### src/hw/rtl/assert_macros.svh
// Assertion helpers shared by the RTL.
`ifndef ASSERT_MACROS_SVH
`define ASSERT_MACROS_SVH

// Same-cycle implication, disabled while reset is asserted (active low).
`define ASSERT_IMP(lbl, clk, rst_n, a, c, msg) \
    lbl: assert property (@(posedge clk) disable iff (!rst_n) (a) |-> (c)) \
        else $error(msg);

// Next-cycle implication, disabled while reset is asserted (active low).
`define ASSERT_NXT(lbl, clk, rst_n, a, c, msg) \
    lbl: assert property (@(posedge clk) disable iff (!rst_n) (a) |=> (c)) \
        else $error(msg);

`endif

### src/hw/rtl/art_pkg.sv
`timescale 1ns / 1ps

package art_pkg;

    localparam int unsigned TABLE_ENTRIES = 16;

    localparam int unsigned UID_W  = 32;
    localparam int unsigned MASK_W = 3;
    localparam int unsigned FUNC_W = 2;

    // slot address and scan counter (counter reaches TABLE_ENTRIES)
    localparam int unsigned ADDR_W = (TABLE_ENTRIES > 1) ? $clog2(TABLE_ENTRIES) : 1;
    localparam int unsigned CNT_W  = $clog2(TABLE_ENTRIES + 1);

    // memory word: {mask, user}
    localparam int unsigned MEM_W = UID_W + MASK_W;

    // stream payload widths (whole bytes)
    localparam int unsigned S_TDATA_W = 40;
    localparam int unsigned M_TDATA_W = 8;

    typedef enum logic [FUNC_W-1:0] {
        FUNC_GRANT  = 2'd0,
        FUNC_REVOKE = 2'd1,
        FUNC_CHECK  = 2'd2
    } t_func;

    typedef enum logic [2:0] {
        S_IDLE = 3'b001,
        S_SCAN = 3'b010,
        S_DONE = 3'b100
    } t_state;

endpackage

### src/hw/rtl/access_rights_table.sv
`timescale 1ns / 1ps
`include "assert_macros.svh"

// Channel   Dir  Handshake                Payload
// s (req)   in   i_s_tvalid/o_s_tready   tuser: func; tdata: user_id, rights
// m (rsp)   out  o_m_tvalid/i_m_tready   tdata: allowed, status
// cfg       in   i_cfg_we                i_cfg_wdata: owner_uid
//
// Each request makes one read of the table memory per slot, then drains the
// last compare, then does the write-back and result load in the DONE state.
// The single-port slot memory is why the slots are read one by one.
// Reset (i_rst_n, synchronous, low) clears all valid bits and the owner id.
// The next request is taken while a result still waits in the output
// register; the write-back cycle holds only if that register is still full.

module access_rights_table (
    input  logic                           i_clk,
    input  logic                           i_rst_n,
    // request item
    input  logic                           i_s_tvalid,
    output logic                           o_s_tready,
    input  logic [art_pkg::S_TDATA_W-1:0]  i_s_tdata,  // [31:0] user_id, [34:32] rights, rest 0
    input  logic [art_pkg::FUNC_W-1:0]     i_s_tuser,  // [1:0] func
    // response item
    output logic                           o_m_tvalid,
    input  logic                           i_m_tready,
    output logic [art_pkg::M_TDATA_W-1:0]  o_m_tdata,  // [0] allowed, [1] status, rest 0
    // owner id register
    input  logic                           i_cfg_we,
    input  logic [art_pkg::UID_W-1:0]      i_cfg_wdata
);

    localparam int unsigned N      = art_pkg::TABLE_ENTRIES;
    localparam int unsigned AW     = art_pkg::ADDR_W;
    localparam int unsigned CW     = art_pkg::CNT_W;
    localparam int unsigned UW     = art_pkg::UID_W;
    localparam int unsigned MW     = art_pkg::MASK_W;
    localparam logic [CW-1:0] CNT_END = CW'(N);

    // ---------------- state ----------------
    art_pkg::t_state  r_state, n_state;
    logic [CW-1:0]    r_cnt, n_cnt;

    // latched request
    art_pkg::t_func   r_func;
    logic [UW-1:0]    r_uid;
    logic [MW-1:0]    r_rights;

    // scan results
    logic             r_hit, n_hit;
    logic [AW-1:0]    r_hit_idx, n_hit_idx;
    logic [MW-1:0]    r_hit_mask, n_hit_mask;
    logic             r_free, n_free;
    logic [AW-1:0]    r_free_idx, n_free_idx;

    // read pipeline: data for r_cmp_idx is in r_q when r_cmp_en
    logic             r_cmp_en;
    logic [AW-1:0]    r_cmp_idx;
    logic [art_pkg::MEM_W-1:0] r_q;

    // slot store: valid bits in flops, user/mask in memory
    logic [N-1:0]     r_valid;
    logic [art_pkg::MEM_W-1:0] r_mem [N];

    logic [UW-1:0]    r_owner_uid;

    // output register
    logic             r_out_valid;
    logic             r_out_allowed;
    logic             r_out_status;

    // ---------------- control ----------------
    logic             accept;
    logic             rd_en;
    logic [AW-1:0]    rd_addr;
    logic             out_load;
    logic             wr_en;
    logic [AW-1:0]    wr_idx;
    logic             set_valid;
    logic             clr_valid;
    logic             n_allowed;
    logic             n_status;
    logic [UW-1:0]    q_user;
    logic [MW-1:0]    q_mask;

    assign o_s_tready = (r_state == art_pkg::S_IDLE);
    assign accept     = i_s_tvalid && o_s_tready;
    assign out_load   = (r_state == art_pkg::S_DONE) && (!r_out_valid || i_m_tready);

    assign q_user = r_q[UW-1:0];
    assign q_mask = r_q[art_pkg::MEM_W-1:UW];

    // result of the finished scan; grant lands on the hit slot, else first free
    assign wr_idx = r_hit ? r_hit_idx : r_free_idx;

    always_comb begin
        n_allowed = 1'b0;
        n_status  = 1'b0;
        wr_en     = 1'b0;
        set_valid = 1'b0;
        clr_valid = 1'b0;
        unique case (r_func)
            art_pkg::FUNC_GRANT: begin
                if (r_hit || r_free) begin
                    wr_en     = out_load;
                    set_valid = out_load;
                end else begin
                    n_status  = 1'b1;   // table full, grant dropped
                end
            end
            art_pkg::FUNC_REVOKE: begin
                clr_valid = out_load && r_hit;
            end
            art_pkg::FUNC_CHECK: begin
                // stored mask covers the need, or owner with a nonempty need
                n_allowed = (r_hit && ((r_hit_mask & r_rights) == r_rights)) ||
                            ((r_uid == r_owner_uid) && (r_rights != '0));
            end
            default: begin
                // unused kind: no change, zero result
            end
        endcase
    end

    // scan sequencer
    always_comb begin
        n_state    = r_state;
        n_cnt      = r_cnt;
        rd_en      = 1'b0;
        rd_addr    = r_cnt[AW-1:0];
        n_hit      = r_hit;
        n_hit_idx  = r_hit_idx;
        n_hit_mask = r_hit_mask;
        n_free     = r_free;
        n_free_idx = r_free_idx;

        unique case (r_state)
            art_pkg::S_IDLE: begin
                if (accept) begin
                    // slot 0 is read in the accept cycle
                    rd_en   = 1'b1;
                    rd_addr = '0;
                    n_cnt   = CW'(1);
                    n_hit   = 1'b0;
                    n_free  = 1'b0;
                    n_state = art_pkg::S_SCAN;
                end
            end
            art_pkg::S_SCAN: begin
                if (r_cnt < CNT_END) begin
                    rd_en = 1'b1;
                    n_cnt = r_cnt + CW'(1);
                end
                if (r_cmp_en) begin
                    // keep the first match and the first free slot
                    if (r_valid[r_cmp_idx] && (q_user == r_uid) && !r_hit) begin
                        n_hit      = 1'b1;
                        n_hit_idx  = r_cmp_idx;
                        n_hit_mask = q_mask;
                    end
                    if (!r_valid[r_cmp_idx] && !r_free) begin
                        n_free     = 1'b1;
                        n_free_idx = r_cmp_idx;
                    end
                end
                if (r_cnt == CNT_END) begin
                    n_state = art_pkg::S_DONE;
                end
            end
            art_pkg::S_DONE: begin
                if (out_load) begin
                    n_state = art_pkg::S_IDLE;
                end
            end
            default: begin
                n_state = art_pkg::S_IDLE;
            end
        endcase
    end

    // control registers
    always_ff @(posedge i_clk) begin
        if (!i_rst_n) begin
            r_state     <= art_pkg::S_IDLE;
            r_cnt       <= '0;
            r_cmp_en    <= 1'b0;
            r_hit       <= 1'b0;
            r_free      <= 1'b0;
            r_valid     <= '0;
            r_owner_uid <= '0;
            r_out_valid <= 1'b0;
        end else begin
            r_state  <= n_state;
            r_cnt    <= n_cnt;
            r_cmp_en <= rd_en;
            r_hit    <= n_hit;
            r_free   <= n_free;
            if (set_valid) begin
                r_valid[wr_idx] <= 1'b1;
            end else if (clr_valid) begin
                r_valid[r_hit_idx] <= 1'b0;
            end
            if (i_cfg_we) begin
                r_owner_uid <= i_cfg_wdata;
            end
            if (out_load) begin
                r_out_valid <= 1'b1;
            end else if (i_m_tready) begin
                r_out_valid <= 1'b0;
            end
        end
    end

    // payload registers
    always_ff @(posedge i_clk) begin
        r_cmp_idx  <= rd_addr;
        r_hit_idx  <= n_hit_idx;
        r_hit_mask <= n_hit_mask;
        r_free_idx <= n_free_idx;
        if (accept) begin
            r_func   <= art_pkg::t_func'(i_s_tuser);
            r_uid    <= i_s_tdata[UW-1:0];
            r_rights <= i_s_tdata[UW+MW-1:UW];
        end
        if (out_load) begin
            r_out_allowed <= n_allowed;
            r_out_status  <= n_status;
        end
    end

    // slot memory, one port, registered read
    always_ff @(posedge i_clk) begin
        if (wr_en) begin
            r_mem[wr_idx] <= {r_rights, r_uid};
        end
        if (rd_en) begin
            r_q <= r_mem[rd_addr];
        end
    end

    assign o_m_tvalid = r_out_valid;
    assign o_m_tdata  = {{(art_pkg::M_TDATA_W-2){1'b0}}, r_out_status, r_out_allowed};

    // ---------------- assertions ----------------
    `ASSERT_IMP(a_drop_only_full, i_clk, i_rst_n, out_load && n_status, &r_valid, "grant dropped with a free slot")
    `ASSERT_NXT(a_grant_sets_valid, i_clk, i_rst_n, set_valid, r_valid[$past(wr_idx)], "granted slot not valid")
    `ASSERT_NXT(a_revoke_clears, i_clk, i_rst_n, clr_valid, !r_valid[$past(r_hit_idx)], "revoked slot still valid")

endmodule

### config.mk
export PLATFORM = sky130hd
export DESIGN_NAME = access_rights_table
export DESIGN_NICKNAME = d
export VERILOG_FILES = /design/src/hw/rtl/art_pkg.sv /design/src/hw/rtl/access_rights_table.sv
export VERILOG_INCLUDE_DIRS = /design/src /design/src/hw/rtl
export SDC_FILE = /design/constraint.sdc
export NUM_CORES = 1
export LEC_CHECK = 0
export BUFFER_PORTS_ARGS = -buffer_cell sky130_fd_sc_hd__buf_2
export CAP_MARGIN = 10
export CORE_ASPECT_RATIO = 1.75
export CORE_MARGIN = 2
export CORE_UTILIZATION = 35
export DETAILED_ROUTE_END_ITERATION = 16
export PLACE_DENSITY = 0.48
export SLEW_MARGIN = 40
export SYNTH_ARGS = -nofsm -noshare
export SYNTH_HDL_FRONTEND = slang
export SYNTH_SLANG_ARGS = --single-unit
### constraint.sdc
create_clock -name i_clk -period 11.24 [get_ports i_clk]
set_input_delay 2.81 -clock i_clk [delete_from_list [all_inputs] [get_ports i_clk]]
set_output_delay 2.81 -clock i_clk [all_outputs]
set_load 0.03 [all_outputs]
[After elaboration in Yosys (flattened, before gate mapping)]
Memories as Yosys holds them, arrays and structs flattened. A register that Yosys moved wholly into a read port is not among the register bits.
Cells that the tools add are included.
Operators by class
  reduce and logical (&&, ||, !) cells: 28
  equal/unequal tests: 16
  $lt $le $gt $ge: 6
  $add $sub $neg: 1
  bitwise logic cells: 4
  multiplexer cells: 36
Operators with widths (number)
  $eq 32x32->1: 2
  $mux 16: 2
  $mux 1: 18
  $and 16x16->16: 1
  $not 16->16: 1
  $or 16x16->16: 1
  $lt 4x5->1 const B: 3
  $mux 4: 3
  $ne 2x2->1 const B: 6
  $reduce_and 3->1: 4
  $logic_and 1x1->1: 10
  $mux 5: 2
  $pmux 5 s2: 1
  $mux 3: 3
  $pmux 3 s3: 1
  $demux 1 s4: 2
  $ge 4x1->1 const B: 2
  $reduce_and 4->1: 2
  $pmux 1 s2: 3
  $reduce_bool 2->1: 3
  $add 5x1->5 const B: 1
  $eq 5x5->1 const B: 1
  $lt 5x5->1 const B: 1
  $bmux 1 s4: 1
  other kinds (12): 17
Storage, ports and cells
  bits of input ports: 79
  memory bits (writable): 560
  memories: 1
  word-level logic and storage cells: 109
  output and inout bits: 10
  register bits after elaboration: 114
Memories
  r_mem: words 16, width 35, rd ports 1, clocked after Yosys merged registers in 1, write ports 1, line access_rights_table.sv:63  | logic [art_pkg::MEM_W-1:0] r_mem [N];

[Logic depth before layout (Yosys ltp)]
  depth after elaboration: 8
  mapped depth: 10

[Worst setup path before layout]
OpenSTA, ideal clock, no wires.
  kind: in2reg
  from: input port i_m_tready
  to: register r_valid[1]
  arrival time: 5.599 ns
  stages on the path: 5
  data required time: 11.176 ns
  slack: 5.577 ns
  path buffers: 0
  library setup time: 0.064 ns
  path through: nor2b_1 > or4_4 > or2_4 > nor2_1 > o221a_2
On the way
  cells in the longest elaborated chain, start to end: 5
  elaborated cells on any way between the ends: 8
  classes of those cells: mux (4); reduce/logical (4)
RTL lines
  start, declared: line access_rights_table.sv:26  | input logic i_m_tready,
  $logic_or 1x1->1 *: line access_rights_table.sv:88  | assign out_load = (r_state == art_pkg::S_DONE) && (!r_out_valid || i_m_tready);
  $logic_and 1x1->1 *: line access_rights_table.sv:88
  $mux 1 / $logic_and 1x1->1 (equally long branches): line access_rights_table.sv:104, access_rights_table.sv:112
  $mux 1: line access_rights_table.sv:102  | unique case (r_func)
  $mux 16 / $reduce_bool 2->1 (equally long branches)
  end signal, assigned: line access_rights_table.sv:189  | r_valid <= '0;
  end signal, assigned by index: line access_rights_table.sv:199  | r_valid[wr_idx] <= 1'b1;
  end signal, assigned by index: line access_rights_table.sv:201  | r_valid[r_hit_idx] <= 1'b0;
  end, declared: line access_rights_table.sv:62  | logic [N-1:0] r_valid;
Every way passes the cells marked *; elsewhere a longest branch is shown, timed or not.
A chain may end at the register's enable or synchronous reset.

[Worst setup path after layout]
  from: input port i_s_tvalid
  to: register r_q[32] (netlist bit), read port of r_mem, data pin
On the way
  cells in the longest elaborated chain, start to end: 3
  elaborated cells on any way between the ends: 5
  classes of those cells: mux (4); reduce/logical (1)
RTL lines
  start, declared: line access_rights_table.sv:20  | input logic i_s_tvalid,
  $logic_and 1x1->1 *: line access_rights_table.sv:87  | assign accept = i_s_tvalid && o_s_tready;
  net accept: line access_rights_table.sv:73  | logic accept;
  $mux 1 / $mux 4 (equally long branches): line access_rights_table.sv:139  | if (accept) begin
  $pmux 1 s2 / $mux 4 (equally long branches): line access_rights_table.sv:137  | unique case (r_state)
  end, declared: line access_rights_table.sv:59  | logic [art_pkg::MEM_W-1:0] r_q;
The timed path passes the listed nets; every way through them passes the cells marked *.

==> key figures <==
Min path
  – Hold WC Path Type: flip-flop to flip-flop

Global route
  – Number of global-route vias before repair: 15408
  – Initial antenna violation count: 2
  – First-pass GRT wire length: 111000 um
  – Global Route Usage Sum: 19.3%
  – Total grt overflow: 0
  – Largest net degree at the start of global routing: 84

Yosys
  – Avg Inst Size Synth: 17.5 um^2
  – Number of synthesized flops with an enable pin: 645
  – Mapped cell area: 27400 um^2
  – Yosys cell types: 52
  – Yosys Warn Count: 0
  – Register area share after synthesis: 75.5%
  – Synthesized flop and latch total: 709
  – Ys flop type: edfxtp_1
  – Post-Syn Instances: 1563
  – Post-synth ARST share: 0%

STA
  – Fin crit share: 47.5%
  – Post-layout min period: 5340 ps
  – Clk_skew: 29.7 ps
  – Slew Viols, Final: 0
  – Slew Limit Headroom: 42.3%
  – Endpoints failing setup: 0
  – Final-report hold violation count: 0
  – RSZ-0062 raised after global routing: no
  – Fmax: 187 MHz
  – Measured slew at the worst slew-check pin: 866 ps
  – Setup TNS: 0 ps

Routing
  – Drt first pass iters: 7
  – ANT nets after route: 0
  – Routed vias/inst: 5.45
  – Drt wl/cell: 28.6 um
  – DR iter-0 viols: 974
  – Vias post-DR: 14931
  – Drt total wl: 78300 um
  – DRC viols: 0

Layout
  – Area grow syn2layout: 15.0%
  – Most common cell after layout, fill and taps aside: edfxtp_1
  – Final nets: 1738
  – Share of cells above drive strength 1: 16.4%
  – Most frequent cells in the layout: edfxtp_1, mux2i_1, buf_2

Floorplanning
  – Site Rows: 135
  – IO Count: 89
  – Placeable Area: 77400 um^2
  – Die height: 374 um
  – Initial Utilization: 35.4%
  – Die width: 215 um
  – Die Area: 80500 um^2

CTS
  – CTS HTree Levels: 3
  – Max Buffers Root-to-Sink: 3
  – Post-CTS setup buffers: 0
  – Worst-path clk slew: 60 ps
  – TritonCTS clock tree: done
  – Clk_lat worst skew: 630 ps
  – Cts bufs inserted: 69
  – Hold-fix buffers, CTS: 0
  – Root buffer cell: clkbuf_16
  – Cts repair resizes: 0
  – Clk sinks: 709

Critical path
  – Slowest cell on crit path: buf_6
  – Critical Path End Type: flip-flop
  – Crit-path cells: buf_2, nand4bb_1, inv_2, nor2_4, buf_6, buf_4, o211ai_1, a22o_1
  – Critical path type: input port to flip-flop
  – Worst path bufs/invs: 4
  – Worst-path maximum fanout: 83
  – CP max stage delay: 630 ps
  – Critical path startpoint category: input port
  – Family with the most delay on the worst path: buffers and inverters
  – Worst Path Arrival: 5700 ps
  – Worst path required time: 11600 ps

Place
  – Final HPWL DP: 42600 um
  – Port Buf Inserts: 77
  – Global placer's final weighted congestion: 0.748

Pwr
  – Combinational power share: 5.2%
  – Leakage power: 10.5 nW
  – Reg power frac: 53.3%
  – Peak supply drop: 106 uV
  – Total chip power: 5.62 mW
  – NetSw: 1.26 mW
  – Clock share of power: 41.5%
  – Net switching fraction of the power: 22.5%
  – Internal Power: 4.35 mW
  – Pwr dens: 178 nW/um^2

Flow run
  – Number of max-cap violations: 0

Run status
  – Outcome: completed
## path summary, 6_finish.rpt
path | start | endpoint | slack (ps) | depth (start not counted)
setup reg to reg | r_state[2]$_SDFFE_PN0P_ | r_q[32]$_DFFE_PP_ | 7720 | 7
hold reg to reg | r_q[33]$_DFFE_PP_ | r_hit_mask[1]$_DFFE_PP_ | 440 | 0
hold / removal | r_q[33]$_DFFE_PP_ | r_hit_mask[1]$_DFFE_PP_ | 440 | 0
setup / recovery | i_s_tvalid | r_q[32]$_DFFE_PP_ | 5900 | 8
## registers in the layout (all words and copies together), names as in the netlist, 2 cells and up
name and count:
r_hit_mask 3, r_free_idx 4, r_q 35, r_cmp_idx 4
r_hit_idx 4, r_rights 3, r_func 2, r_uid 32
r_cnt 5, r_valid 16, r_owner_uid 32, r_state 3
r_mem 560
## metal layers
layer	routed length, um	vias up	GRT usage [%]
met5	0	-	0
met4	2800	0	7.53
met3	3590	124	2.95
met2	41100	426	35.0
met1	30800	7787	23.0
li1	-	6594	-
## worst register-to-register path, delay by kind of cell, from the launching register on
kind	cells	cell delay [ps]
simple gates	2	1010
flops	1	420
compound gates	2	520
buf+inv	3	1320
## stage by stage
stage,hold WS (ps),area (um^2),worst slack (ps),util (%),std cells
after global routing,456,31500,5720,40.7,2738
after floorplan,400,27400,5580,-,1568
final,441,31500,5900,40.7,2739
after global placement,414,29100,4980,37.6,2607
after detailed placement,420,29200,5270,37.8,2611
after CTS,447,31400,5910,40.6,2736
## Yosys cell counts (2+ instances only)
cell,number,area share [%]
o211ai_1,70,1.9
nand4_1,11,0.25
mux2i_1,210,7.7
buf_1,5,0.069
nor4_1,12,0.27
nand2b_1,4,0.091
nor2_1,26,0.36
buf_2,29,0.53
mux4_2,4,0.33
nor2b_1,37,0.85
clkinv_1,2,0.027
a221oi_1,70,2.2
edfxtp_1,645,71
o221ai_1,70,2.2
nor3_1,6,0.11
a21boi_0,2,0.055
nand3b_1,4,0.11
buf_4,8,0.22
xor2_1,38,1.2
ha_1,2,0.091
or2_4,3,0.096
o221a_2,16,0.66
o21a_1,3,0.082
dfxtp_1,64,4.7
xnor2_1,29,0.93
nor3b_1,4,0.11
o22ai_1,35,0.80
or2_2,2,0.046
a21oi_1,4,0.073
nand2_1,12,0.16
a31oi_1,4,0.091
clkbuf_1,63,0.86
nand3_1,4,0.073
and2_1,3,0.069
inv_1,9,0.12
mux2_2,2,0.082
nand4bb_1,2,0.082
a22o_1,35,1.1
## layout make-up
class	count	area, um^2
fillers	7137	45900
flip-flops and latches	709	20700
multi-input cells	743	6430
clock buffers	95	1860
well taps	1027	1280
repair buffers	123	831
clock inverters	30	368
inverters	11	41.3
diodes	1	2.50
## power by group through the flow
stage	Sequential, mW	Clock, mW	Combinational [mW]
2_1_floorplan	3.02	0	0.190
3_3_place_gp	3.05	0	0.291
3_5_place_dp	3.05	0	0.295
4_1_cts	3.00	2.39	0.295
5_1_grt	3.00	2.48	0.314
6_report	3.00	2.33	0.291
## cell families after synthesis
group | synth area share, %
simple gates | 2.83
fa+ha+maj | 0.0914
buf+inv | 1.83
mux | 8.09
compound gates | 9.53
flops | 75.5
xor+xnor | 2.14
other cells | 0.0137
Note: power is estimated with default switching activity, not from simulation.
